File: src/sv/dibc_ram.sv
// dibc_ram: generic single-port-write, single-port-read ram with registered read
// depends on nothing
`default_nettype none

module dibc_ram #(
   parameter int WIDTH = 8,
   parameter int DEPTH = 64
) (
   input  wire logic                                   clock,
   input  wire logic                                   wr_en,
   input  wire logic [(DEPTH > 1 ? $clog2(DEPTH) : 1)-1:0] wr_addr,
   input  wire logic [WIDTH-1:0]                       wr_data,
   input  wire logic                                   rd_en,
   input  wire logic [(DEPTH > 1 ? $clog2(DEPTH) : 1)-1:0] rd_addr,
   output logic      [WIDTH-1:0]                       rd_data
);

   logic [WIDTH-1:0] mem [DEPTH];

   // write port
   always_ff @(posedge clock) begin
      if (wr_en) begin
         mem[wr_addr] <= wr_data;
      end
   end

   // registered read port
   always_ff @(posedge clock) begin
      if (rd_en) begin
         rd_data <= mem[rd_addr];
      end
   end

endmodule

`default_nettype wire

File: config.mk
export PLATFORM = sky130hd
export DESIGN_NAME = dibc_ram
export DESIGN_NICKNAME = d
export VERILOG_FILES = /design/src/sv/dibc_ram.sv
export SDC_FILE = /design/constraint.sdc
export NUM_CORES = 1
export LEC_CHECK = 0
export BUFFER_PORTS_ARGS = -buffer_cell sky130_fd_sc_hd__buf_4
export CAP_MARGIN = 40
export CORE_UTILIZATION = 60
export CTS_CLUSTER_DIAMETER = 80
export DETAILED_ROUTE_END_ITERATION = 10
export GPL_ROUTABILITY_DRIVEN = 1
export PLACE_DENSITY = 0.76
export SYNTH_ARGS = -nofsm -noshare
export SYNTH_HDL_FRONTEND = slang
export SYNTH_SLANG_ARGS = --single-unit
File: constraint.sdc
create_clock -name clock -period 2.6 [get_ports clock]
set_input_delay 0.26 -clock clock [delete_from_list [all_inputs] [get_ports clock]]
set_output_delay 0.26 -clock clock [all_outputs]
set_load 0.1 [all_outputs]
; Yosys cells after proc, flatten, opt, wreduce, memory -nomap -nowiden
; Memories as Yosys holds them, arrays and structs flattened. A register that Yosys moved wholly into a read port is not among the register bits.
; Index checks and enable logic that the tools add are counted.
[totals]
register_bits = 0
mem_bits_rw = 512
in_bits = 23
output_inout_bits = 8
elab_cells = 3
n_memories = 1
[mem_list]
columns = name, words, width, rd, rd_clocked_by_memory_dff, write_ports, line_no
row1 = mem, 64, 8, 1, 1, 1, 18  ; logic [WIDTH-1:0] mem [DEPTH];
[op_classes]
n_mux = 2
[op_table]
columns = cell, count
row1 = $mux 1, 2

; Logic depth before layout (Yosys ltp)
; Gate-level depths: netlist of the first run.
[depth]
ltp_word = 2
ltp_mapped = 9

; Worst setup path after synthesis of the first run
; Ideal clock, no wire load.
[synth_timing]
kind = in2reg
from = input rd_addr[1] in the netlist's numbering
to = register rd_data[3] (read register of mem) (data pin)
setup_ns = 0.266
arrival_ns = 1.800
t_required_ns = 2.334
setup_slack_ns = 0.534
cell_stages = 7
n_path_buf = 3
path_cell_list = buf_4 > buf_2 > buf_2 > mux4_2 > mux4_2 > o21ai_1 > o41ai_1
[synth_lines]
columns = item, line_no
row1 = start: declaration, 14  ; input wire logic [(DEPTH > 1 ? $clog2(DEPTH) : 1)-1:0] rd_addr,
row2 = end: declaration, 15  ; output logic [WIDTH-1:0] rd_data

==> results of run 1 <==
-- per-stage QoR --
stage | setup WS [ps] | std cells | hold WS, ps | power [W]
global placement | 26.59 | 1462 | 596.6 | 0.01045
CTS | 457.3 | 1544 | 34.92 | 0.01723
floorplan | 533.7 | 940 | 358.9 | 0.01007
detailed placement | 24.75 | 1462 | 597.7 | 0.01048
finish | 425.6 | 1544 | 58.61 | 0.01714
global route | 374.8 | 1544 | 46.19 | 0.01760
-- cells in the final DEF, fill, tap and decap left out, drive strengths merged, types with 2 or more instances in the layout --
cell      synthesis  routed
a2111oi           2       2
o32ai             2       2
nand2            19      19
mux2i            23      23
buf              34     130
clkinv            0      14
nand3            13      13
nand3b            3       3
mux2             13      13
mux4            126     126
nand4             2       2
a221oi            6       6
nor2b            14      14
a211oi            4       4
clkinvlp          0       3
o221a             2       2
o41ai             2       2
nor4              2       2
o21ai             4       4
a21oi             3       3
o22ai             8       8
o221ai            8       8
o2111ai           3       3
nand2b            7       7
clkbuf           17      60
nor2             83      83
o21a              2       2
o2bb2ai           3       3
a22oi             3       3
edfxtp          520     520
nor3              7       7
bufinv            0       6
-- power by group --
part	switching, W	internal (W)
clock network	0.00281	0.00402
logic	0.000616	0.000366
registers	0.0000283	0.00930
-- flip-flops by register name, indices dropped and copies added, names as in the netlist --
register and cells:
mem 512, rd_data 8
-- synthesized netlist by cell type, drive strengths merged --
cell	count	area share
and2	1	0.00031
nand4	2	0.00062
nor4	2	0.00062
mux4	126	0.14
or3	1	0.00031
mux2	13	0.0072
nor2	83	0.015
o32ai	2	0.00087
o21ai	4	0.00099
o221ai	8	0.0035
nor2b	14	0.0043
a211oi	4	0.0015
nand3b	3	0.0011
nand4b	1	0.00043
a21oi	3	0.00074
clkbuf	17	0.0032
o311ai	1	0.00043
o2bb2ai	3	0.0013
a31oi	1	0.00031
o221a	2	0.0011
nand2	19	0.0035
nand2b	7	0.0022
a221oi	6	0.0026
edfxtp	520	0.77
a22oi	3	0.0011
o41ai	2	0.00087
nand3	13	0.0032
a2111oi	2	0.00087
mux2i	23	0.011
o21a	2	0.00074
nor3	7	0.0017
o2111ai	3	0.0013
o22ai	8	0.0025
buf	34	0.012
-- worst max-delay path, cell delays in order, from the launching register on --
cell	delay, ps
edfxtp_1	350
mux4_2	490
mux2_2	310
a221oi_1	610
o2bb2ai_1	150
-- cell type report --
cell class	count	share of cell area
Clock inverter	23	0.01132
Timing Repair Buffer	131	0.04770
Tap cell	442	0.02393
Sequential cell	520	0.6757
Clock buffer	59	0.05468
Multi-Input combinational cell	369	0.1867
-- worst max-delay path by stage --
stage                     from    endpoint  slack [ps]  depth (start not counted)
CTS                 mem[29][6]  rd_data[6]         460                          5
finish              mem[46][2]  rd_data[2]         430                          4
detailed placement  rd_addr[0]  rd_data[2]          20                          8
global route        mem[40][2]  rd_data[2]         370                          4
global placement    rd_addr[0]  rd_data[0]          30                          8
floorplan           rd_addr[1]  rd_data[3]         530                          7
-- metal layers --
metal | vias up | global-route usage | part of all wire
li1 | 4198 | - | -
met5 | - | 0 | 0
met3 | 73 | 0.04500 | 0.10
met1 | 5201 | 0.3932 | 0.39
met2 | 557 | 0.4272 | 0.49
met4 | 0 | 0.07279 | 0.023
-- logic make-up after synthesis --
| family | after synthesis |
|---|---|
| flip-flops | 520 |
| multiplexers | 162 |
| AND/OR/NAND/NOR | 153 |
| AO/OA/AOI/OAI | 54 |
| buffers and inverters | 51 |
==> flow_summary.yaml, run 1 <==
timing:
  slew_violations: 0
  slew_headroom: 0.4472
  rsz0062_at_grt: "no"
  setup_tns_ps: 0
  hold_violations: 0
  tightest_slew_ps: 826.1
  fmax_mhz: 459.9
  period_needed_ps: 2174
  setup_viol: 0
  clock_skew_ps: 17.35
  fin_crit_sh: 0.8363
critical_path:
  worstReg2RegStart: "mem[46][2]"
  worst-setup-path-type: "register to register"
  r2r_end: "rd_data[2]"
  cp-end-kind: "register"
  start_kind: "register"
  r2r_slack_ps: 430
  r2r_cells: 4
  crit_fanout: 1
  crit_arrival_ps: 2440
  required_ps: 2870
hold_path:
  whs_path_depth: 1
  hold_class: "input pin to register"
  min_to: "rd_data[1]"
  min-delay-start: "rd_en"
clock_tree:
  clkTransAtPathRegs_ps: 60
  clk-insertion-delay-late_ps: 550
  postCtsHoldBufs: 0
  cts_buffers: 48
  clk_path_buf_depth: 3
  clock-sinks: 520
  post-cts-setup-buffer-count: 0
  cts_resized: 0
  cts_tree: "yes"
  clk_root_buffer_cell: "clkbuf_16"
  h-tree-depth: 2
layout:
  num-fill-cells: 1941
  design_area_sq_um: 23110
  fin_nets: 1093
  seq_area_sq_um: 15620
  diodes: 0
  areaGrowthSynthToFinish_pct: 14.15
  drive_gt1_frac: 0.3040
  multi_input_area_sq_um: 4315
  fin_util: 0.7032
detailed_routing:
  drt_first_pass_iters: 5
  avgRoutedWirePerCell_um: 28.36
  finalWirelength_mm: 43.78
  drc_errors: 0
  drtAntennaViolNets: 0
  drt_iter0_drc: 1290
  viasPerCell: 6.495
  vias: 10030
synth:
  postSynthCellCount: 940
  synth-compound-area-share: 0.02064
  synth_xor_area_frac: 0
  avgSynthCellArea_sq_um: 21.54
  yosys.cell_types.count: 39
  synth.area.mux_share: 0.1588
  synth_adder_area_share: 0
  synth_top_family_by_area: "multiplexers"
  syn-cell-area_sq_um: 20250
  ys_seq_area_frac: 0.7712
  syn-num-nets: 963
  ys_warn_count: 0
  synth-simple-area-share: 0.03374
  yosys_register_bits: 520
global_route:
  antenna_found_initial: 0
  grt_pass1_wl_mm: 65.80
  grt_overflow: 0
  grtUsageTotal: 0.2689
  grt_max_degree: 65
  grt_pass1_vias: 10200
floorplanning:
  die_w_um: 185.7
  die_area_sq_um: 34480
  initial_utilization: 0.6160
  placementRows: 66
  coreArea_sq_um: 32870
  die_y_um: 185.7
  io_pins: 31
place:
  placed_area_sq_um: 21590
  io_buffer_count: 30
  hpwl_mm: 26.37
  place_congestion: 0.8702
power_and_ir_drop:
  power_leakage_nw: 7.409
  p_per_area_nw_per_um2: 741.8
  irDropWorstVdd_v: 0.0005498
outcome:
  status: "complete, no violations"
run:
  maxCapViolCount: 0
(Power assumes the default switching activity.)
==> inputs of run 2 (changes only) <==
--- a/config.mk
+++ b/config.mk
@@ -7,11 +7,11 @@
 export LEC_CHECK = 0
 export BUFFER_PORTS_ARGS = -buffer_cell sky130_fd_sc_hd__buf_4
 export CAP_MARGIN = 40
-export CORE_UTILIZATION = 60
+export CORE_UTILIZATION = 56
 export CTS_CLUSTER_DIAMETER = 80
 export DETAILED_ROUTE_END_ITERATION = 10
 export GPL_ROUTABILITY_DRIVEN = 1
-export PLACE_DENSITY = 0.76
+export PLACE_DENSITY = 0.75
 export SYNTH_ARGS = -nofsm -noshare
 export SYNTH_HDL_FRONTEND = slang
 export SYNTH_SLANG_ARGS = --single-unit
==> constraint.sdc (replaced) <==
create_clock -name clock -period 1.9 [get_ports clock]
set_input_delay 0.19 -clock clock [delete_from_list [all_inputs] [get_ports clock]]
set_output_delay 0.19 -clock clock [all_outputs]
set_load 0.1 [all_outputs]
==> run 2 against run 1 <==
Against the previous run:
- the run now ends with negative setup slack left
- maximum frequency is 7.6% higher
- global-route usage is 1.5 points lower
- sequential share of layout area is 1.2 points lower
- via count is 2.2% higher
- clock power is 33% higher
- worst hold slack better by 23 ps
- critical path type unchanged
- highest routed layer unchanged
==> flow_summary.yaml, run 2 (same netlist as run 1, synthesis figures left out) <==
outcome:
  status: "complete, but fails checks"
  violations: "negative setup slack"
timing:
  slew_headroom: 0.5242
  slew_violations: 0
  hold_violations: 0
  tightest_slew_ps: 713.6
  hold_ws_ps: 81.14
  fmax_mhz: 494.7
  timing.final.ws_setup_ps: -121.3
  rsz0062_at_grt: "yes"
  setup_tns_ps: -415.0
  period_needed_ps: 2021
  setup_viol: 6
  clock_skew_ps: 17.70
  fin_crit_sh: 1.064
detailed_routing:
  drtAntennaViolNets: 0
  wl_met3_mm: 3.494
  drc_errors: 0
  finalWirelength_mm: 44.87
  avgRoutedWirePerCell_um: 27.92
  viasPerCell: 6.380
  m1WireLength_mm: 17.93
  highest_layer: "met4"
  vias: 10250
  wl_met2_mm: 22.16
  drt_iter0_drc: 1217
  drt_first_pass_iters: 5
power_and_ir_drop:
  power_leakage_nw: 7.630
  p_per_area_nw_per_um2: 990.4
  irDropWorstVdd_v: 0.0007635
global_route:
  grt_pass1_vias: 10250
  grtUsageTotal: 0.2544
  grt_pass1_wl_mm: 66.69
  grt_max_degree: 65
  grt_overflow: 0
  antenna_found_initial: 0
layout:
  final_common_cell: "edfxtp_1"
  largest_reg_flops: 512
  diodes: 0
  final_cell_mix: "520 x edfxtp_1, 154 x buf_4, 126 x mux4_2"
  design_area_sq_um: 23540
  top_register: "mem"
  areaGrowthSynthToFinish_pct: 16.25
  drive_gt1_frac: 0.3351
  fin_nets: 1132
  fin_util: 0.6617
  top_regs: "mem (512), rd_data (8)"
floorplanning:
  die_area_sq_um: 36920
  coreArea_sq_um: 35570
  die_y_um: 192.1
  io_pins: 31
  placementRows: 69
  die_w_um: 192.1
  initial_utilization: 0.5692
clock_tree:
  clk_root_buffer_cell: "clkbuf_16"
  h-tree-depth: 2
  clk_path_buf_depth: 3
  clock-sinks: 520
  post-cts-setup-buffer-count: 0
  clkTransAtPathRegs_ps: 60
  clk-insertion-delay-late_ps: 570
  cts_tree: "yes"
  cts_buffers: 50
place:
  hpwl_mm: 28.20
  place_congestion: 0.8517
  placed_area_sq_um: 21890
  io_buffer_count: 30
run:
  maxCapViolCount: 0
critical_path:
  r2r_cells: 5
  start_kind: "register"
  path_cells: "mux4_2 > mux2_4 > o221a_4 > nor3_4 > o32ai_2"
  crit_slowest_cell: "mux4_2"
  worst-setup-path-type: "register to register"
  required_ps: 2200
  crit_fanout: 1
  max_stage_delay_ps: 460
  crit_arrival_ps: 2320
  cp-end-kind: "register"
hold_path:
  whs_path_depth: 1
  hold_class: "input pin to register"
==> run 2: cell type report <==
type	instances	area (sq um)
clock inverter	21	162.7
tap	461	576.8
sequential	520	15620
clock buffer	68	1319
timing repair buffer	168	1403
multi-input combinational	369	4462
fill	2260	12030
==> run 2: path summary, 6_finish.rpt <==
| kind | from | endpoint | slack (ps) |
|---|---|---|---|
| setup / recovery | mem[20][6] | rd_data[6] | -120 |
| hold / removal | wr_data[6] | mem[8][6] | 80 |
| setup reg to reg | mem[20][6] | rd_data[6] | -120 |
| hold reg to reg | mem[31][4] | rd_data[4] | 950 |
==> run 2: per-stage QoR <==
stage	power [W]	worst slack [ps]	cells
finish	0.02331	-121.3	1607
global route	0.02391	-130.6	1607
CTS	0.02343	-100.8	1607
detailed placement	0.01439	-577.2	1517
global placement	0.01435	-540.4	1517
floorplan	0.01378	4.126	940
==> run 2: per-layer routing <==
layer  global-route usage  up-vias
met3              0.03143       96
met1               0.3701     5379
met4              0.08207        0
met5                    0        -
met2               0.4063      511
li1                     -     4267
==> run 2: repair_timing <==
action	in CTS	in global routing
hold buffers	1	0
gates resized for setup	22	9
endpoints found under the setup margin	8	7
hold endpoints to repair	8	0
pin swaps	6	1
==> run 2: report_power, final <==
part           switching, W  internal (W)  total (W)  leakage (nW)
logic              0.000879      0.000568    0.00145          2.23
clock network       0.00398       0.00512    0.00910         0.716
registers         0.0000361        0.0127     0.0128          4.69
total               0.00490        0.0184     0.0233          7.63
==> run 2: critical path: cells and delay by family (launching register included) <==
kind            cells  cell delay [ps]
compound gates      2              380
mux                 2              750
simple gates        1              220
flops               1              400
